===== src/design/html_escape_encoder_core_assert.svh =====
// Assertion macros used by the escape encoder back end.
`ifndef HTML_ESCAPE_ENCODER_CORE_ASSERT_SVH
`define HTML_ESCAPE_ENCODER_CORE_ASSERT_SVH

`ifndef SYNTHESIS

// Same-cycle implication, disabled while reset is asserted.
`define ESC_ASSERT_IMP(label, clk, rst_n, ante, cons, msg) \
	label: assert property (@(posedge clk) disable iff (!(rst_n)) (ante) |-> (cons)) \
		else $error(msg);

// Next-cycle implication, disabled while reset is asserted.
`define ESC_ASSERT_NXT(label, clk, rst_n, ante, cons, msg) \
	label: assert property (@(posedge clk) disable iff (!(rst_n)) (ante) |=> (cons)) \
		else $error(msg);

`else

`define ESC_ASSERT_IMP(label, clk, rst_n, ante, cons, msg)
`define ESC_ASSERT_NXT(label, clk, rst_n, ante, cons, msg)

`endif

`endif


===== src/design/html_esc_pkg.sv =====
// Types, character constants and the classification function of the escape encoder.
`timescale 1ns / 1ps
`default_nettype none

package html_esc_pkg;

	localparam int CP_W      = 21;
	localparam int MAX_CHARS = 6;
	localparam int LEN_W     = 3;

	localparam logic [CP_W-1:0] CH_QUOT  = 21'h22;
	localparam logic [CP_W-1:0] CH_HASH  = 21'h23;
	localparam logic [CP_W-1:0] CH_AMP   = 21'h26;
	localparam logic [CP_W-1:0] CH_APOS  = 21'h27;
	localparam logic [CP_W-1:0] CH_SLASH = 21'h2F;
	localparam logic [CP_W-1:0] CH_ZERO  = 21'h30;
	localparam logic [CP_W-1:0] CH_NINE  = 21'h39;
	localparam logic [CP_W-1:0] CH_SEMI  = 21'h3B;
	localparam logic [CP_W-1:0] CH_LT    = 21'h3C;
	localparam logic [CP_W-1:0] CH_GT    = 21'h3E;
	localparam logic [CP_W-1:0] CH_UP_A  = 21'h41;
	localparam logic [CP_W-1:0] CH_UP_F  = 21'h46;
	localparam logic [CP_W-1:0] CH_UP_Z  = 21'h5A;
	localparam logic [CP_W-1:0] CH_LO_A  = 21'h61;
	localparam logic [CP_W-1:0] CH_LO_G  = 21'h67;
	localparam logic [CP_W-1:0] CH_LO_L  = 21'h6C;
	localparam logic [CP_W-1:0] CH_LO_M  = 21'h6D;
	localparam logic [CP_W-1:0] CH_LO_O  = 21'h6F;
	localparam logic [CP_W-1:0] CH_LO_P  = 21'h70;
	localparam logic [CP_W-1:0] CH_LO_Q  = 21'h71;
	localparam logic [CP_W-1:0] CH_LO_T  = 21'h74;
	localparam logic [CP_W-1:0] CH_LO_U  = 21'h75;
	localparam logic [CP_W-1:0] CH_LO_X  = 21'h78;
	localparam logic [CP_W-1:0] CH_LO_Z  = 21'h7A;
	localparam logic [CP_W-1:0] CH_TWO   = 21'h32;
	localparam logic [CP_W-1:0] CH_SEVEN = 21'h37;
	localparam logic [CP_W-1:0] CP_HIGH  = 21'hFF;

	// One classified item: the characters it expands to and how many there are.
	typedef struct packed {
		logic [LEN_W-1:0]                len;
		logic [MAX_CHARS-1:0][CP_W-1:0]  chars;
	} esc_desc_t;

	typedef struct packed {
		logic empty;
		logic full;
	} q_status_t;

	function automatic logic [CP_W-1:0] digit_char(input logic [3:0] d);
		return CH_ZERO | {17'd0, d};
	endfunction

	function automatic esc_desc_t build_desc(input logic [CP_W-1:0] c, input logic en);
		esc_desc_t         d;
		logic              alnum;
		logic [7:0]        v;
		logic [1:0]        hund;
		logic [6:0]        rem;
		logic [13:0]       prod;
		logic [3:0]        tens;
		logic [3:0]        ones;
		d     = '0;
		alnum = (c >= CH_ZERO && c <= CH_NINE) || (c >= CH_UP_A && c <= CH_UP_Z) ||
			(c >= CH_LO_A && c <= CH_LO_Z);
		v     = c[7:0];
		hund  = (v >= 8'd200) ? 2'd2 : ((v >= 8'd100) ? 2'd1 : 2'd0);
		rem   = 7'(v - 8'(hund) * 8'd100);
		// Multiply by 103/1024 gives the exact quotient by ten for values below 100.
		prod  = 14'(rem) * 14'd103;
		tens  = prod[13:10];
		ones  = 4'(rem - 7'(tens) * 7'd10);
		if (!en || alnum || c >= CP_HIGH) begin
			d.len      = 3'd1;
			d.chars[0] = c;
		end else if (c == CH_AMP) begin
			d.len   = 3'd5;
			d.chars = {CH_GT, CH_SEMI, CH_LO_P, CH_LO_M, CH_LO_A, CH_AMP};
		end else if (c == CH_LT) begin
			d.len   = 3'd4;
			d.chars = {CH_GT, CH_GT, CH_SEMI, CH_LO_T, CH_LO_L, CH_AMP};
		end else if (c == CH_GT) begin
			d.len   = 3'd4;
			d.chars = {CH_GT, CH_GT, CH_SEMI, CH_LO_T, CH_LO_G, CH_AMP};
		end else if (c == CH_QUOT) begin
			d.len   = 3'd6;
			d.chars = {CH_SEMI, CH_LO_T, CH_LO_O, CH_LO_U, CH_LO_Q, CH_AMP};
		end else if (c == CH_APOS) begin
			d.len   = 3'd6;
			d.chars = {CH_SEMI, CH_SEVEN, CH_TWO, CH_LO_X, CH_HASH, CH_AMP};
		end else if (c == CH_SLASH) begin
			d.len   = 3'd6;
			d.chars = {CH_SEMI, CH_UP_F, CH_TWO, CH_LO_X, CH_HASH, CH_AMP};
		end else begin
			d.chars[0] = CH_AMP;
			d.chars[1] = CH_HASH;
			if (v >= 8'd100) begin
				d.len      = 3'd6;
				d.chars[2] = digit_char({2'b00, hund});
				d.chars[3] = digit_char(tens);
				d.chars[4] = digit_char(ones);
				d.chars[5] = CH_SEMI;
			end else if (v >= 8'd10) begin
				d.len      = 3'd5;
				d.chars[2] = digit_char(tens);
				d.chars[3] = digit_char(ones);
				d.chars[4] = CH_SEMI;
			end else begin
				d.len      = 3'd4;
				d.chars[2] = digit_char(ones);
				d.chars[3] = CH_SEMI;
			end
		end
		return d;
	endfunction

endpackage

`default_nettype wire


===== src/design/html_esc_front.sv =====
// Front end: accepts code points and classifies each into its output character list.
`timescale 1ns / 1ps
`default_nettype none

module html_esc_front import html_esc_pkg::*; (
	input  wire logic             clk,
	input  wire logic             arst_n,
	input  wire logic             escape_enable,
	input  wire logic             in_valid,
	output logic                  in_stall,
	input  wire logic [CP_W-1:0]  code_point,
	input  wire q_status_t        q_status,
	output logic                  push,
	output esc_desc_t             push_desc
);

	logic      valid_s1;
	esc_desc_t desc_s1;
	logic      accept;

	assign in_stall  = valid_s1 && q_status.full;
	assign accept    = in_valid && !in_stall;
	assign push      = valid_s1 && !q_status.full;
	assign push_desc = desc_s1;

	always_ff @(posedge clk or negedge arst_n) begin
		if (!arst_n) begin
			valid_s1 <= 1'b0;
		end else if (accept) begin
			valid_s1 <= 1'b1;
		end else if (push) begin
			valid_s1 <= 1'b0;
		end
	end

	always_ff @(posedge clk) begin
		if (accept) begin
			desc_s1 <= build_desc(code_point, escape_enable);
		end
	end

endmodule

`default_nettype wire


===== src/design/html_esc_queue.sv =====
// Small register queue of classified items between the front and back ends.
`timescale 1ns / 1ps
`default_nettype none

module html_esc_queue import html_esc_pkg::*; #(
	parameter int DEPTH = 4
) (
	input  wire logic       clk,
	input  wire logic       arst_n,
	input  wire logic       push,
	input  wire esc_desc_t  push_desc,
	input  wire logic       pop,
	output esc_desc_t       head,
	output q_status_t       status
);

	localparam int PW = (DEPTH > 1) ? $clog2(DEPTH) : 1;
	localparam int CW = $clog2(DEPTH + 1);

	esc_desc_t         mem_q [DEPTH];
	logic [PW-1:0]     wr_ptr_q;
	logic [PW-1:0]     rd_ptr_q;
	logic [CW-1:0]     count_q;

	assign status.empty = (count_q == '0);
	assign status.full  = (count_q == CW'(DEPTH));
	assign head         = mem_q[rd_ptr_q];

	function automatic logic [PW-1:0] next_ptr(input logic [PW-1:0] p);
		return (p == PW'(DEPTH - 1)) ? '0 : PW'(p + 1'b1);
	endfunction

	always_ff @(posedge clk or negedge arst_n) begin
		if (!arst_n) begin
			wr_ptr_q <= '0;
			rd_ptr_q <= '0;
			count_q  <= '0;
		end else begin
			if (push) begin
				wr_ptr_q <= next_ptr(wr_ptr_q);
			end
			if (pop) begin
				rd_ptr_q <= next_ptr(rd_ptr_q);
			end
			if (push && !pop) begin
				count_q <= CW'(count_q + 1'b1);
			end else if (pop && !push) begin
				count_q <= CW'(count_q - 1'b1);
			end
		end
	end

	always_ff @(posedge clk) begin
		if (push) begin
			mem_q[wr_ptr_q] <= push_desc;
		end
	end

endmodule

`default_nettype wire


===== src/design/html_esc_back.sv =====
// Back end: walks each queued item's characters out, one beat per cycle unless stalled.
`timescale 1ns / 1ps
`default_nettype none
`include "html_escape_encoder_core_assert.svh"

module html_esc_back import html_esc_pkg::*; (
	input  wire logic             clk,
	input  wire logic             arst_n,
	input  wire esc_desc_t        head,
	input  wire q_status_t        q_status,
	output logic                  pop,
	output logic                  out_valid,
	input  wire logic             out_stall,
	output logic [CP_W-1:0]       out_char,
	output logic                  last
);

	logic [LEN_W-1:0] idx_q;
	logic             out_valid_q;
	logic [CP_W-1:0]  out_char_q;
	logic             last_q;
	logic             can_load;
	logic             take;
	logic             head_last;

	assign can_load  = !out_valid_q || !out_stall;
	assign take      = can_load && !q_status.empty;
	assign head_last = (idx_q == LEN_W'(head.len - 1'b1));
	assign pop       = take && head_last;

	assign out_valid = out_valid_q;
	assign out_char  = out_char_q;
	assign last      = last_q;

	always_ff @(posedge clk or negedge arst_n) begin
		if (!arst_n) begin
			idx_q       <= '0;
			out_valid_q <= 1'b0;
		end else begin
			if (take) begin
				idx_q <= head_last ? '0 : LEN_W'(idx_q + 1'b1);
			end
			if (take) begin
				out_valid_q <= 1'b1;
			end else if (!out_stall) begin
				out_valid_q <= 1'b0;
			end
		end
	end

	always_ff @(posedge clk) begin
		if (take) begin
			out_char_q <= head.chars[idx_q];
			last_q     <= head_last;
		end
	end

	// The character index never runs past the length of the item at the head.
	`ESC_ASSERT_IMP(a_idx_in_range, clk, arst_n, !q_status.empty, idx_q < head.len, "index past item length")
	// A partly sent item keeps its place at the head of the queue.
	`ESC_ASSERT_IMP(a_mid_item_queued, clk, arst_n, idx_q != '0, !q_status.empty, "item lost mid sequence")
	// Once a non-final beat is taken, the next character of the same item follows at once.
	`ESC_ASSERT_NXT(a_no_gap, clk, arst_n, out_valid_q && !out_stall && !last_q, out_valid_q, "gap inside an expansion")

endmodule

`default_nettype wire


===== src/design/html_escape_encoder_core.sv =====
// Top level of the HTML entity escape encoder.
`timescale 1ns / 1ps
`default_nettype none

// One code point enters per beat and leaves as one or more output characters, the final one
// marked by last. With escape_enable low, or for letters, digits and code points of 0xFF and
// above, an item yields one character and items stream at one per cycle unless stalled. Escaped
// items expand to four to six characters (named, hex or decimal entities), which the back end
// sends one per cycle unless stalled; the front end keeps accepting into a QUEUE_DEPTH-entry
// queue meanwhile. Each item passes the front-end register, the queue and the output register.
// The user writes escape_enable via cfg_wr_en/cfg_wr_data only while idle, unenforced by the block.
module html_escape_encoder_core import html_esc_pkg::*; #(
	parameter int QUEUE_DEPTH = 4
) (
	input  wire logic             clk,
	input  wire logic             arst_n,
	input  wire logic             cfg_wr_en,
	input  wire logic             cfg_wr_data,
	input  wire logic             in_valid,
	output logic                  in_stall,
	input  wire logic [CP_W-1:0]  code_point,
	output logic                  out_valid,
	input  wire logic             out_stall,
	output logic [CP_W-1:0]       out_char,
	output logic                  last
);

	logic      escape_enable_q;
	logic      push;
	logic      pop;
	esc_desc_t push_desc;
	esc_desc_t head;
	q_status_t q_status;

	always_ff @(posedge clk or negedge arst_n) begin
		if (!arst_n) begin
			escape_enable_q <= 1'b0;
		end else if (cfg_wr_en) begin
			escape_enable_q <= cfg_wr_data;
		end
	end

	html_esc_front u_front (
		.clk           (clk),
		.arst_n        (arst_n),
		.escape_enable (escape_enable_q),
		.in_valid      (in_valid),
		.in_stall      (in_stall),
		.code_point    (code_point),
		.q_status      (q_status),
		.push          (push),
		.push_desc     (push_desc)
	);

	html_esc_queue #(
		.DEPTH (QUEUE_DEPTH)
	) u_queue (
		.clk       (clk),
		.arst_n    (arst_n),
		.push      (push),
		.push_desc (push_desc),
		.pop       (pop),
		.head      (head),
		.status    (q_status)
	);

	html_esc_back u_back (
		.clk       (clk),
		.arst_n    (arst_n),
		.head      (head),
		.q_status  (q_status),
		.pop       (pop),
		.out_valid (out_valid),
		.out_stall (out_stall),
		.out_char  (out_char),
		.last      (last)
	);

endmodule

`default_nettype wire


===== config.mk =====
export PLATFORM = sky130hd
export DESIGN_NAME = html_escape_encoder_core
export DESIGN_NICKNAME = d
export VERILOG_FILES = /design/src/design/html_esc_pkg.sv /design/src/design/html_esc_front.sv /design/src/design/html_esc_queue.sv /design/src/design/html_esc_back.sv /design/src/design/html_escape_encoder_core.sv
export VERILOG_INCLUDE_DIRS = /design/src /design/src/design
export SDC_FILE = /design/constraint.sdc
export NUM_CORES = 1
export LEC_CHECK = 0
export ABC_AREA = 1
export BUFFER_PORTS_ARGS = -buffer_cell sky130_fd_sc_hd__buf_2
export CORE_MARGIN = 2
export CORE_UTILIZATION = 39
export CTS_CLUSTER_SIZE = 16
export DETAILED_ROUTE_END_ITERATION = 8
export GPL_TIMING_DRIVEN = 0
export PLACE_DENSITY = 0.59
export SLEW_MARGIN = 10
export SYNTH_ARGS = -nofsm -noshare
export SYNTH_HDL_FRONTEND = slang
export SYNTH_SLANG_ARGS = --single-unit

===== constraint.sdc =====
create_clock -name clk -period 3 [get_ports clk]
set_input_delay 0.6 -clock clk [delete_from_list [all_inputs] [get_ports clk]]
set_output_delay 0.6 -clock clk [all_outputs]
set_load 0.03 [all_outputs]

==> run_summary.xml, run 1 <==
<?xml version="1.0" encoding="UTF-8"?>
<metrics>
  <group name="synthesis">
    <metric name="synth-async-reset-ratio" unit="%">4.56</metric>
    <metric name="synthesis.nets" unit="">1187</metric>
    <metric name="post_synth_most_frequent_cells" unit="">sky130_fd_sc_hd__edfxtp_1, sky130_fd_sc_hd__nand2_1, sky130_fd_sc_hd__nor2_1</metric>
    <metric name="post_synth_fa_ha_maj_area_fraction" unit="%">6.75</metric>
    <metric name="synth_largest_type_area_fraction" unit="%">63.3</metric>
    <metric name="synthesis.area" unit="um2">12900</metric>
    <metric name="synth_cells" unit="">1097</metric>
    <metric name="count_of_synthesis_stage_warnings_from_yosys" unit="">0</metric>
    <metric name="post_synth_xor_area_fraction" unit="%">0.747</metric>
    <metric name="synth.area.mux_share" unit="%">0.0873</metric>
    <metric name="ys_dominant_reg_cell" unit="">sky130_fd_sc_hd__edfxtp_1</metric>
    <metric name="synth.largest_area_cell" unit="">sky130_fd_sc_hd__edfxtp_1</metric>
    <metric name="number_of_synthesized_flops_with_an_enable_pin" unit="">272</metric>
    <metric name="synth.lib_cells_used.distinct" unit="">46</metric>
    <metric name="post_synthesis_compound_gate_area_fraction" unit="%">9.48</metric>
    <metric name="ys_ff_latch" unit="">285</metric>
    <metric name="dominant_combinational_cell_family_by_area_after_synthesis" unit="">simple AND/OR/NAND/NOR gates</metric>
    <metric name="synth-simple-area-share" unit="%">12.5</metric>
    <metric name="yosys.cell_count.top_type" unit="">sky130_fd_sc_hd__edfxtp_1</metric>
    <metric name="synth_sequential_area_ratio" unit="%">65.8</metric>
    <metric name="synth.area.top_cells" unit="">sky130_fd_sc_hd__edfxtp_1, sky130_fd_sc_hd__ha_1, sky130_fd_sc_hd__nand2_1, sky130_fd_sc_hd__nor2_1, sky130_fd_sc_hd__o21ai_0</metric>
    <metric name="synth_area_per_cell" unit="um2">11.8</metric>
  </group>
  <group name="die">
    <metric name="pin_count" unit="">51</metric>
    <metric name="row_count" unit="">66</metric>
    <metric name="initial_core_util" unit="%">39.7</metric>
    <metric name="coreArea" unit="um2">32500</metric>
    <metric name="height_of_the_die" unit="um">186</metric>
    <metric name="die_width" unit="um">186</metric>
    <metric name="dieArea" unit="um2">34600</metric>
  </group>
  <group name="worst_setup_path">
    <metric name="crit_required" unit="ns">3.38</metric>
    <metric name="setup.worst_path.end_class" unit="">flip-flop</metric>
    <metric name="worstSetupStartpoint" unit="">code_point[6]</metric>
    <metric name="rr_worst_depth" unit="">15</metric>
    <metric name="crit_path_frequent_cell" unit="">sky130_fd_sc_hd__ha_4</metric>
    <metric name="cp_slowest_cell" unit="">sky130_fd_sc_hd__fa_2</metric>
    <metric name="timing_worst_setup_path_type" unit="">input port to flip-flop</metric>
    <metric name="critical_path_arrival" unit="ns">6.52</metric>
    <metric name="critical-path-max-stage-delay" unit="ns">0.60</metric>
    <metric name="regToRegStartpoint" unit="">u_queue.rd_ptr_q[0]</metric>
    <metric name="crit_path_start_kind" unit="">input port</metric>
    <metric name="maximum_net_fanout_on_the_critical_path" unit="">4</metric>
  </group>
  <group name="global_routing">
    <metric name="grt_max_degree" unit="">42</metric>
    <metric name="met1_usage" unit="%">25.4</metric>
    <metric name="grt_pass1_wl" unit="um">47300</metric>
    <metric name="grt-busiest-layer" unit="">met2</metric>
    <metric name="grt.overflow.total" unit="">0</metric>
    <metric name="grtUsageMet3" unit="%">1.58</metric>
    <metric name="groute.usage.overall" unit="%">17.8</metric>
    <metric name="grt_pass1_vias" unit="">8575</metric>
    <metric name="antenna_found_initial" unit="">0</metric>
    <metric name="groute.layer.met2.usage" unit="%">29.5</metric>
  </group>
  <group name="route">
    <metric name="detail_route.vias_per_cell" unit="">5.17</metric>
    <metric name="first_pass_iters" unit="">5</metric>
    <metric name="drt-total-wl" unit="um">30700</metric>
    <metric name="routed-via-count" unit="">8796</metric>
    <metric name="detailedRoute.firstIterationViolations" unit="">696</metric>
    <metric name="antenna_violating_nets_post_route" unit="">0</metric>
    <metric name="detail_route.wl_per_cell" unit="um">18.0</metric>
    <metric name="remaining_drc_errors" unit="">0</metric>
  </group>
  <group name="clock_network">
    <metric name="htree_levels" unit="">1</metric>
    <metric name="clk_path_buf_depth" unit="">3</metric>
    <metric name="insertion_delay" unit="ns">0.56</metric>
    <metric name="clock_sinks" unit="">285</metric>
    <metric name="cts_buffers" unit="">30</metric>
    <metric name="clock_tree.root_cell" unit="">sky130_fd_sc_hd__clkbuf_16</metric>
    <metric name="tritoncts" unit="">done</metric>
    <metric name="clkSlewWorstSetupHoldPaths" unit="ns">0.06</metric>
  </group>
  <group name="sta">
    <metric name="report.final.setup_viol" unit="">11</metric>
    <metric name="relSlewSlack" unit="%">27.2</metric>
    <metric name="finalHoldViolations" unit="">0</metric>
    <metric name="worst_setup_slack_after_layout" unit="ns">-3.14</metric>
    <metric name="post-route-period-util" unit="%">205</metric>
    <metric name="slew_violations" unit="">0</metric>
    <metric name="period_needed" unit="ns">6.14</metric>
    <metric name="finClkSkew" unit="ns">0.0336</metric>
    <metric name="whs" unit="ns">0.245</metric>
    <metric name="unrepaired_setup_endpoints_after_global_routing" unit="">yes</metric>
    <metric name="tightestPinTransition" unit="ns">1.09</metric>
    <metric name="clock.fmax" unit="MHz">163</metric>
  </group>
  <group name="pwr">
    <metric name="p_leak" unit="nW">6.10</metric>
    <metric name="p_total" unit="mW">17.9</metric>
    <metric name="power-per-cell-area" unit="nW/um2">1130</metric>
    <metric name="vdd_ir_drop_max" unit="mV">1.34</metric>
  </group>
  <group name="place">
    <metric name="buffer_ports.inserted" unit="">50</metric>
    <metric name="globalplace.congestion" unit="">0.834</metric>
    <metric name="dpl_hpwl" unit="um">21200</metric>
  </group>
  <group name="cells_and_area">
    <metric name="syn_to_final_growth" unit="%">23.2</metric>
    <metric name="final_nets" unit="">1328</metric>
    <metric name="post_route_cells_drive_above_1_share" unit="%">21.9</metric>
    <metric name="num_antenna_cells" unit="">0</metric>
  </group>
  <group name="status">
    <metric name="failing_checks" unit="">setup timing</metric>
    <metric name="outcome" unit="">finished with violations</metric>
  </group>
  <group name="min_path">
    <metric name="min_delay_path_depth" unit="">2</metric>
    <metric name="worstHoldPathType" unit="">input port to flip-flop</metric>
    <metric name="timing.hold.worst.start" unit="">cfg_wr_en</metric>
  </group>
  <group name="flow_run">
    <metric name="cap_violations" unit="">0</metric>
  </group>
</metrics>
[final timing paths]
kind | endpoint | slack (ns)
setup reg to reg | u_queue.count_q[1] | 0.10
hold / removal | escape_enable_q | 0.25
min in group asynchronous | u_front.valid_s1 | 0.50
hold reg to reg | u_queue.mem_q[3][1] | 0.49
setup / recovery | u_front.push_desc[45] | -3.14
max in group asynchronous | u_queue.rd_ptr_q[1] | 2.17
[final cells by class]
type / instances / area, um2
fill: 2936 / 16600
multi-input combinational: 654 / 4290
timing repair buffer: 110 / 905
buffer: 53 / 283
clock inverter: 12 / 101
tap: 442 / 553
sequential: 285 / 8500
clock buffer: 43 / 850
inverter: 104 / 423
[timing repair]
action / CTS / global route
hold buffers: 1 / 0
gates resized for setup: 90 / 38
setup buffers: 35 / 17
setup endpoints to repair: 14 / 13
endpoints found under the hold margin: 13 / 0
pin swaps: 43 / 39
[cells in the final DEF (no fill, tap or decap), types with 4 or more instances in the layout]
cell	instances
sky130_fd_sc_hd__buf_12	4
sky130_fd_sc_hd__clkinv_1	6
sky130_fd_sc_hd__o22ai_1	23
sky130_fd_sc_hd__dfrtp_1	11
sky130_fd_sc_hd__clkbuf_8	5
sky130_fd_sc_hd__inv_4	4
sky130_fd_sc_hd__buf_4	47
sky130_fd_sc_hd__o21ai_0	73
sky130_fd_sc_hd__buf_16	6
sky130_fd_sc_hd__nor2_2	11
sky130_fd_sc_hd__ha_4	10
sky130_fd_sc_hd__nand2_1	156
sky130_fd_sc_hd__xor2_1	5
sky130_fd_sc_hd__fa_1	8
sky130_fd_sc_hd__nor2_1	106
sky130_fd_sc_hd__a21oi_2	10
sky130_fd_sc_hd__ha_1	42
sky130_fd_sc_hd__a221oi_1	13
sky130_fd_sc_hd__nand4_1	8
sky130_fd_sc_hd__clkbuf_16	32
sky130_fd_sc_hd__inv_2	14
sky130_fd_sc_hd__nand2_2	11
sky130_fd_sc_hd__o211ai_1	5
sky130_fd_sc_hd__inv_1	82
sky130_fd_sc_hd__nor3_1	9
sky130_fd_sc_hd__nand2_4	5
sky130_fd_sc_hd__nor4_1	4
sky130_fd_sc_hd__buf_6	7
sky130_fd_sc_hd__edfxtp_1	272
sky130_fd_sc_hd__nor2_4	12
sky130_fd_sc_hd__nand3_1	38
sky130_fd_sc_hd__a32o_1	4
sky130_fd_sc_hd__o221ai_1	10
sky130_fd_sc_hd__clkbuf_1	47
sky130_fd_sc_hd__a21oi_1	43
sky130_fd_sc_hd__buf_2	51
[critical path: cells and delay by family]
kind,cells,cell delay [ns]
simple gates,16,1.82
buf+inv,9,0.47
xor+xnor,2,0.38
fa+ha+maj,9,2.82
compound gates,3,0.43
[state kept, by name, indices dropped and copies added (netlist names)]
name / cells
u_front.valid_s1: 1
u_queue.rd_ptr_q: 2
u_back.out_valid: 1
u_queue.mem_q: 200
escape_enable_q: 1
u_back.last: 1
u_queue.wr_ptr_q: 2
u_queue.count_q: 3
u_back.idx_q: 3
u_back.out_char: 21
u_front.push_desc: 50
[routing by layer]
metal  wire, um  share of wire, %
met3       1530               5.0
met1      14000                46
met5          0                 0
met4        524               1.7
met2      14700                48
[cells by family (layout without fill, tap and decap cells)]
| family | Yosys count | after routing |
|---|---|---|
| AND/OR/NAND/NOR | 376 | 376 |
| flip-flops | 285 | 285 |
| AO/OA/AOI/OAI | 203 | 203 |
| buffers and inverters | 158 | 322 |
| adder cells (fa/ha/maj) | 63 | 63 |
| XOR/XNOR | 11 | 11 |
| multiplexers | 1 | 1 |
[power by group]
group	leakage [nW]	internal [mW]	switching, mW
logic	2.92	3.38	5.12
clock network	0.458	2.05	1.45
registers	2.72	5.57	0.358
total	6.10	11.0	6.93
[through the flow]
step | utilization (%) | cell area, um2 | cells | worst slack, ns | setup TNS, ns
2_1_floorplan | - | 13000 | 1097 | -3.30 | -31.72
3_3_place_gp | 42.4 | 13800 | 1589 | -4.40 | -158.76
3_5_place_dp | 43.2 | 14100 | 1598 | -4.44 | -45.59
4_1_cts | 48.0 | 15600 | 1688 | -2.99 | -28.08
5_1_grt | 48.9 | 15900 | 1703 | -3.37 | -31.69
6_report | 48.9 | 15900 | 1703 | -3.14 | -29.41
Note: power is estimated with default switching activity, not from simulation.
==> run 2, diff against run 1 <==
CORE_UTILIZATION = 25   (was 39)
GPL_ROUTABILITY_DRIVEN = 0   (was unset)
PLACE_DENSITY = 0.42   (was 0.59)
SYNTH_HIERARCHICAL = 1   (was unset)
==> run 2 against run 1 <==
Compared with the run above:
- the flow still finishes with violations (setup timing)
- via count grew 100%
- cell count grew 150%
- non-clock buffer count grew 135
- clock skew shrank 0.0029 ns
- die area grew to 3.3 times the previous value
- sequential power grew 100%
- utilization shrank 18 points
- critical path depth grew 3
- sequential cell count grew 316
==> run_summary.xml, run 2 <==
<?xml version="1.0" encoding="UTF-8"?>
<metrics>
  <group name="global_routing">
    <metric name="grt.overflow.total" unit="">0</metric>
    <metric name="groute.usage.overall" unit="%">14.1</metric>
    <metric name="grt_pass1_vias" unit="">17900</metric>
    <metric name="antenna_found_initial" unit="">4</metric>
    <metric name="grt_pass1_wl" unit="um">118000</metric>
    <metric name="grt_max_degree" unit="">30</metric>
  </group>
  <group name="die">
    <metric name="initial_core_util" unit="%">25.1</metric>
    <metric name="row_count" unit="">122</metric>
    <metric name="die_width" unit="um">337</metric>
    <metric name="height_of_the_die" unit="um">337</metric>
    <metric name="pin_count" unit="">51</metric>
    <metric name="dieArea" unit="um2">114000</metric>
    <metric name="coreArea" unit="um2">110000</metric>
  </group>
  <group name="sta">
    <metric name="unrepaired_setup_endpoints_after_global_routing" unit="">yes</metric>
    <metric name="worst_setup_slack_after_layout" unit="ns">-2.85</metric>
    <metric name="tightestPinTransition" unit="ns">0.798</metric>
    <metric name="period_needed" unit="ns">5.85</metric>
    <metric name="finalHoldViolations" unit="">0</metric>
    <metric name="post-route-period-util" unit="%">195</metric>
    <metric name="relSlewSlack" unit="%">46.2</metric>
    <metric name="report.final.setup_viol" unit="">11</metric>
    <metric name="finClkSkew" unit="ns">0.0307</metric>
    <metric name="clock.fmax" unit="MHz">171</metric>
    <metric name="slew_violations" unit="">0</metric>
  </group>
  <group name="pwr">
    <metric name="p_total" unit="mW">35.7</metric>
    <metric name="power-per-cell-area" unit="nW/um2">1060</metric>
    <metric name="vdd_ir_drop_max" unit="mV">0.790</metric>
    <metric name="p_leak" unit="nW">13.7</metric>
  </group>
  <group name="synthesis">
    <metric name="synth.largest_area_cell" unit="">sky130_fd_sc_hd__edfxtp_1</metric>
    <metric name="number_of_synthesized_flops_with_an_enable_pin" unit="">588</metric>
    <metric name="synth_cells" unit="">2409</metric>
    <metric name="ys_ff_latch" unit="">601</metric>
    <metric name="ys_dominant_reg_cell" unit="">sky130_fd_sc_hd__edfxtp_1</metric>
    <metric name="synth_sequential_area_ratio" unit="%">64.8</metric>
    <metric name="yosys.cell_count.top_type" unit="">sky130_fd_sc_hd__edfxtp_1</metric>
    <metric name="synth_area_per_cell" unit="um2">11.5</metric>
    <metric name="synth_largest_type_area_fraction" unit="%">63.6</metric>
    <metric name="count_of_synthesis_stage_warnings_from_yosys" unit="">6</metric>
    <metric name="synth.area.top_cells" unit="">sky130_fd_sc_hd__edfxtp_1, sky130_fd_sc_hd__nand2_1, sky130_fd_sc_hd__o211ai_1, sky130_fd_sc_hd__inv_1, sky130_fd_sc_hd__o211ai_2</metric>
    <metric name="synth.lib_cells_used.distinct" unit="">50</metric>
    <metric name="post_synth_most_frequent_cells" unit="">sky130_fd_sc_hd__edfxtp_1, sky130_fd_sc_hd__nand2_1, sky130_fd_sc_hd__inv_1</metric>
    <metric name="synthesis.area" unit="um2">27800</metric>
    <metric name="synth-async-reset-ratio" unit="%">2.16</metric>
  </group>
  <group name="route">
    <metric name="first_pass_iters" unit="">5</metric>
    <metric name="routed-via-count" unit="">17700</metric>
    <metric name="antenna_violating_nets_post_route" unit="">0</metric>
    <metric name="detailedRoute.firstIterationViolations" unit="">1226</metric>
    <metric name="detail_route.wl_per_cell" unit="um">19.0</metric>
    <metric name="remaining_drc_errors" unit="">0</metric>
    <metric name="detail_route.vias_per_cell" unit="">4.22</metric>
    <metric name="drt-total-wl" unit="um">79700</metric>
  </group>
  <group name="worst_setup_path">
    <metric name="critical-path-max-stage-delay" unit="ns">0.56</metric>
    <metric name="cp.buffers_inverters" unit="">10</metric>
    <metric name="critical_path_arrival" unit="ns">6.32</metric>
    <metric name="setup.worst_path.end_class" unit="">flip-flop</metric>
    <metric name="crit_path_frequent_cell" unit="">sky130_fd_sc_hd__nand2_1</metric>
    <metric name="timing_worst_setup_path_type" unit="">input port to flip-flop</metric>
    <metric name="maximum_net_fanout_on_the_critical_path" unit="">6</metric>
    <metric name="crit_path_start_kind" unit="">input port</metric>
    <metric name="path_delay_family" unit="">adder cells</metric>
    <metric name="cp_slowest_cell" unit="">sky130_fd_sc_hd__fa_2</metric>
    <metric name="crit_required" unit="ns">3.46</metric>
  </group>
  <group name="status">
    <metric name="outcome" unit="">finished with violations</metric>
    <metric name="failing_checks" unit="">setup timing</metric>
  </group>
  <group name="place">
    <metric name="placed_cells" unit="">4041</metric>
    <metric name="buffer_ports.inserted" unit="">49</metric>
    <metric name="place_ws" unit="ns">-3.92</metric>
    <metric name="placement.cell_area" unit="um2">30900</metric>
    <metric name="dpl_hpwl" unit="um">56100</metric>
  </group>
  <group name="clock_network">
    <metric name="cts_buffers" unit="">71</metric>
    <metric name="clock_tree.root_cell" unit="">sky130_fd_sc_hd__clkbuf_16</metric>
    <metric name="htree_levels" unit="">3</metric>
    <metric name="clock_sinks" unit="">601</metric>
    <metric name="tritoncts" unit="">done</metric>
    <metric name="clk_path_buf_depth" unit="">3</metric>
    <metric name="clkSlewWorstSetupHoldPaths" unit="ns">0.06</metric>
    <metric name="insertion_delay" unit="ns">0.64</metric>
  </group>
  <group name="cells_and_area">
    <metric name="postLayoutCoreUtil" unit="%">30.4</metric>
    <metric name="flip_flop_count_of_the_largest_register_all_copies_and_words_added" unit="">516</metric>
    <metric name="final_cell_mix" unit="">sky130_fd_sc_hd__edfxtp_1, sky130_fd_sc_hd__nand2_1, sky130_fd_sc_hd__inv_1</metric>
    <metric name="syn_to_final_growth" unit="%">21.1</metric>
    <metric name="finalNonFillerCells" unit="">4190</metric>
    <metric name="layout_commonest_cell" unit="">sky130_fd_sc_hd__edfxtp_1</metric>
    <metric name="num_antenna_cells" unit="">0</metric>
    <metric name="post_route_cells_drive_above_1_share" unit="%">19.7</metric>
    <metric name="final_nets" unit="">2735</metric>
    <metric name="regMostFlops" unit="">u_queue/mem_q</metric>
    <metric name="finish.instance_area" unit="um2">33600</metric>
  </group>
  <group name="flow_run">
    <metric name="cap_violations" unit="">0</metric>
  </group>
  <group name="min_path">
    <metric name="worstHoldPathType" unit="">input port to flip-flop</metric>
  </group>
</metrics>
==> run 2: where the power goes <==
part           internal [mW]  switching [mW]  total (mW)  leakage (nW)
logic                   5.00            10.4        15.4          7.00
clock network           4.78            3.44        8.21          1.10
registers               11.5           0.563        12.0          5.61
total                   21.3            14.4        35.7          13.7
==> run 2: worst reg2reg max path: cells and delay by family, from the launching register on <==
family | cells | cell delay [ns]
compound gates | 2 | 0.77
simple gates | 4 | 0.48
buf+inv | 6 | 0.98
flops | 1 | 0.40
==> run 2: routing by layer <==
layer  share of wire (%)  vias to the layer above  track usage [%]
li1                    -                     8554                -
met1                  44                     8695             18.2
met2                  50                      354             24.6
met3                 3.8                       94             1.84
met4                 2.3                        2             4.31
met5               0.015                        -                0
==> run 2: layout make-up <==
| class | instances | area [um2] |
|---|---|---|
| Buffer | 198 | 1500 |
| Clock buffer | 87 | 1890 |
| Clock inverter | 41 | 344 |
| Fill cell | 11100 | 76800 |
| Inverter | 367 | 1400 |
| Multi-Input combinational cell | 1308 | 7640 |
| Sequential cell | 601 | 18000 |
| Tap cell | 1488 | 1860 |
| Timing Repair Buffer | 100 | 983 |
==> run 2: kinds of logic after synthesis <==
logic type	count (synthesis)	share of synthesized area [%]
buffers and inverters	570	9.90
AO/OA/AOI/OAI	386	10.7
adder cells (fa/ha/maj)	61	3.05
AND/OR/NAND/NOR	781	11.3
other	1	0.0135
flip-flops	601	64.8
XOR/XNOR	9	0.284
==> run 2: final timing paths <==
path,from,endpoint,slack (ns),cells after the start
setup / recovery,code_point[3],u_front/push_desc[45],-2.85,42
hold / removal,cfg_wr_data,escape_enable_q,0.20,3
setup reg to reg,u_queue/rd_ptr_q[0],u_back/out_char[13],0.11,12
hold reg to reg,u_front/push_desc[46],u_queue/mem_q[0][46],0.47,0
max in group asynchronous,arst_n,u_queue/rd_ptr_q[1],2.14,2
min in group asynchronous,arst_n,u_front/valid_s1,0.48,2
==> run 2: what timing repair did <==
item                                   in CTS  in global routing
gates resized for setup                    60                 30
gates cloned                                0                  0
endpoints found under the hold margin      13                  0
setup endpoints to repair                  17                 14
setup buffers                              10                 15
pin swaps                                  20                 14
hold buffers                                1                  0
==> run 2: metrics by stage <==
step	setup TNS [ns]	hold slack, ns
floorplan	-82.78	0.304
global placement	-1422.81	0.470
detailed placement	-40.56	0.484
CTS	-26.21	0.177
global route	-29.09	0.204
finish	-25.96	0.204
==> run 3, diff against run 2 <==
SETUP_SLACK_MARGIN = 0.05   (was unset)
==> run 3 against run 2 <==
Compared with the run above:
- the run still ends with setup timing left
- setup slack better by 0.0087 ns
- register-to-register slack hardly changed
- fmax increased by 0.15%
- count of clock-buffer cells in the layout is the same
- die area stayed put
- first-iteration DRC count increased by 4.2%
- clock skew is essentially flat
- cell count grew 0.26%
- sequential power about the same
- hold slack got worse by 0.0033 ns
- critical path type unchanged
- critical endpoint unchanged
- largest power group unchanged
- highest routed layer unchanged
==> run_summary.xml, run 3 (synthesis gave the netlist of run 2 again) <==
<?xml version="1.0" encoding="UTF-8"?>
<metrics>
  <group name="clock_network">
    <metric name="htree_levels" unit="">3</metric>
    <metric name="clkSlewWorstSetupHoldPaths" unit="ns">0.06</metric>
    <metric name="insertion_delay" unit="ns">0.64</metric>
    <metric name="cts_buffers" unit="">71</metric>
    <metric name="clock_sinks" unit="">601</metric>
    <metric name="clock_tree.root_cell" unit="">sky130_fd_sc_hd__clkbuf_16</metric>
    <metric name="tritoncts" unit="">done</metric>
    <metric name="clk_path_buf_depth" unit="">3</metric>
  </group>
  <group name="die">
    <metric name="initial_core_util" unit="%">25.1</metric>
    <metric name="dieArea" unit="um2">114000</metric>
    <metric name="coreArea" unit="um2">110000</metric>
    <metric name="row_count" unit="">122</metric>
    <metric name="height_of_the_die" unit="um">337</metric>
    <metric name="pin_count" unit="">51</metric>
    <metric name="die_width" unit="um">337</metric>
  </group>
  <group name="sta">
    <metric name="relSlewSlack" unit="%">46.3</metric>
    <metric name="report.final.setup_viol" unit="">11</metric>
    <metric name="slew_violations" unit="">0</metric>
    <metric name="period_needed" unit="ns">5.84</metric>
    <metric name="finalHoldViolations" unit="">0</metric>
    <metric name="worst_setup_slack_after_layout" unit="ns">-2.84</metric>
    <metric name="tightestPinTransition" unit="ns">0.797</metric>
    <metric name="finClkSkew" unit="ns">0.0310</metric>
    <metric name="clock.fmax" unit="MHz">171</metric>
    <metric name="post-route-period-util" unit="%">195</metric>
    <metric name="unrepaired_setup_endpoints_after_global_routing" unit="">yes</metric>
  </group>
  <group name="worst_setup_path">
    <metric name="path_delay_family" unit="">adder cells</metric>
    <metric name="cp.buffers_inverters" unit="">10</metric>
    <metric name="crit_path_start_kind" unit="">input port</metric>
    <metric name="rr_worst_depth" unit="">12</metric>
    <metric name="crit_required" unit="ns">3.47</metric>
    <metric name="crit_path_frequent_cell" unit="">sky130_fd_sc_hd__nand2_1</metric>
    <metric name="cp_slowest_cell" unit="">sky130_fd_sc_hd__fa_2</metric>
    <metric name="critical_path_arrival" unit="ns">6.31</metric>
    <metric name="regToRegStartpoint" unit="">u_queue/rd_ptr_q[0]</metric>
    <metric name="timing.reg2reg.setup_slack" unit="ns">0.12</metric>
    <metric name="setup.worst_path.end_class" unit="">flip-flop</metric>
    <metric name="timing_worst_setup_path_type" unit="">input port to flip-flop</metric>
    <metric name="maximum_net_fanout_on_the_critical_path" unit="">5</metric>
    <metric name="r2r_end" unit="">u_back/out_char[9]</metric>
    <metric name="critical-path-max-stage-delay" unit="ns">0.55</metric>
  </group>
  <group name="cells_and_area">
    <metric name="post_route_cells_drive_above_1_share" unit="%">20.4</metric>
    <metric name="final_nets" unit="">2746</metric>
    <metric name="final_cell_mix" unit="">sky130_fd_sc_hd__edfxtp_1, sky130_fd_sc_hd__nand2_1, sky130_fd_sc_hd__inv_1</metric>
    <metric name="layout_commonest_cell" unit="">sky130_fd_sc_hd__edfxtp_1</metric>
    <metric name="num_antenna_cells" unit="">0</metric>
    <metric name="finish.instance_area" unit="um2">33800</metric>
    <metric name="finalNonFillerCells" unit="">4201</metric>
    <metric name="regMostFlops" unit="">u_queue/mem_q</metric>
    <metric name="flip_flop_count_of_the_largest_register_all_copies_and_words_added" unit="">516</metric>
    <metric name="num-fill-cells" unit="">11100</metric>
    <metric name="syn_to_final_growth" unit="%">21.6</metric>
  </group>
  <group name="min_path">
    <metric name="min_delay_path_depth" unit="">3</metric>
    <metric name="timing.hold.worst.start" unit="">cfg_wr_data</metric>
    <metric name="hold_worst_path_end" unit="">escape_enable_q</metric>
    <metric name="worstHoldPathType" unit="">input port to flip-flop</metric>
  </group>
  <group name="route">
    <metric name="detail_route.wl_per_cell" unit="um">19.0</metric>
    <metric name="drt-total-wl" unit="um">79700</metric>
    <metric name="detail_route.vias_per_cell" unit="">4.21</metric>
    <metric name="detailedRoute.firstIterationViolations" unit="">1278</metric>
    <metric name="first_pass_iters" unit="">5</metric>
    <metric name="remaining_drc_errors" unit="">0</metric>
    <metric name="routed-via-count" unit="">17700</metric>
    <metric name="antenna_violating_nets_post_route" unit="">0</metric>
  </group>
  <group name="place">
    <metric name="placed_cells" unit="">4041</metric>
    <metric name="dpl_hpwl" unit="um">56100</metric>
    <metric name="place_ws" unit="ns">-3.92</metric>
    <metric name="buffer_ports.inserted" unit="">49</metric>
    <metric name="placement.cell_area" unit="um2">30900</metric>
  </group>
  <group name="global_routing">
    <metric name="grt_max_degree" unit="">30</metric>
    <metric name="grt.overflow.total" unit="">0</metric>
    <metric name="grt_pass1_vias" unit="">17900</metric>
    <metric name="antenna_found_initial" unit="">4</metric>
    <metric name="groute.usage.overall" unit="%">14.2</metric>
    <metric name="grt_pass1_wl" unit="um">118000</metric>
  </group>
  <group name="pwr">
    <metric name="power.internal" unit="mW">21.5</metric>
    <metric name="power.share.clock" unit="%">22.8</metric>
    <metric name="p_leak" unit="nW">13.8</metric>
    <metric name="power.combinational.fraction" unit="%">43.7</metric>
    <metric name="pwr-share-seq" unit="%">33.5</metric>
    <metric name="net-switching-power" unit="mW">14.5</metric>
    <metric name="power-per-cell-area" unit="nW/um2">1070</metric>
    <metric name="power.share.switching" unit="%">40.4</metric>
    <metric name="vdd_ir_drop_max" unit="mV">0.804</metric>
  </group>
  <group name="flow_run">
    <metric name="cap_violations" unit="">0</metric>
  </group>
  <group name="status">
    <metric name="failing_checks" unit="">setup timing</metric>
    <metric name="outcome" unit="">finished with violations</metric>
  </group>
</metrics>
## run 3: cell types whose count changed in the layout (fill, tap and decap cells not counted), sizes merged
| cell | previous run | this run |
|---|---|---|
| buf | 266 | 277 |
## run 3: layout make-up
| type | instances | area [um2] | share of cell area (%) |
|---|---|---|---|
| clock inverters | 41 | 344 | 1.02 |
| plain buffers | 198 | 1500 | 4.44 |
| inverters | 367 | 1410 | 4.18 |
| flip-flops and latches | 601 | 18000 | 53.3 |
| repair buffers | 111 | 1080 | 3.21 |
| multi-input cells | 1308 | 7690 | 22.8 |
| clock buffers | 87 | 1890 | 5.59 |
| well taps | 1488 | 1860 | 5.51 |
## run 3: timing repair
action	in CTS	in global routing
setup buffers	21	15
endpoints found under the setup margin	18	15
hold buffers	1	0
hold endpoints to repair	13	0
gates resized for setup	69	44
pin swaps	33	40
## run 3: worst register-to-register path: stages, from the launching register on
cell,delay [ns]
sky130_fd_sc_hd__dfrtp_1,0.40
sky130_fd_sc_hd__inv_4,0.09
sky130_fd_sc_hd__buf_12,0.16
sky130_fd_sc_hd__buf_16,0.15
sky130_fd_sc_hd__buf_4,0.16
sky130_fd_sc_hd__buf_4,0.23
sky130_fd_sc_hd__buf_6,0.19
sky130_fd_sc_hd__o211ai_1,0.16
sky130_fd_sc_hd__nand2_1,0.14
sky130_fd_sc_hd__o21ai_0,0.60
sky130_fd_sc_hd__nand2_1,0.12
sky130_fd_sc_hd__nand2_1,0.11
sky130_fd_sc_hd__nand2_1,0.11
## run 3: power groups by stage
| stage | clock, mW | sequential (mW) | combinational (mW) |
|---|---|---|---|
| after floorplan | 0 | 12.5 | 8.55 |
| after global placement | 0 | 12.5 | 14.2 |
| after detailed placement | 0 | 12.2 | 14.7 |
| after CTS | 8.49 | 12.1 | 15.5 |
| after global routing | 8.81 | 12.2 | 17.3 |
| final | 8.22 | 12.0 | 15.7 |
## run 3: metrics by stage
step	util (%)	TNS, ns	power, mW	hold WS, ns
floorplan	-	-82.78	21.1	0.304
finish	30.6	-26.14	36.0	0.201
detailed placement	28.0	-40.56	27.0	0.484
global placement	27.5	-1422.81	26.6	0.470
global route	30.6	-28.91	38.3	0.204
CTS	30.3	-26.27	36.0	0.177
## run 3: per-layer routing
metal  vias up  track usage, %  part of all wire, %
li1       8570               -                    -
met1      8675            18.2                   44
met2       333            24.7                   50
met3        92            1.84                  3.8
met4         2            4.31                  2.3
met5         -               0                0.015
## run 3: how the worst max path moves through the flow
stage             startpoint               endpoint  slack (ns)  depth (start not counted)
2_1_floorplan  code_point[4]  u_front/push_desc[45]       -3.03                         38
3_3_place_gp   code_point[3]  u_front/push_desc[45]       -3.92                         39
3_5_place_dp   code_point[3]  u_front/push_desc[45]       -3.92                         38
4_1_cts        code_point[3]  u_front/push_desc[45]       -2.84                         41
5_1_grt        code_point[3]  u_front/push_desc[45]       -3.18                         41
6_report       code_point[3]  u_front/push_desc[45]       -2.84                         41
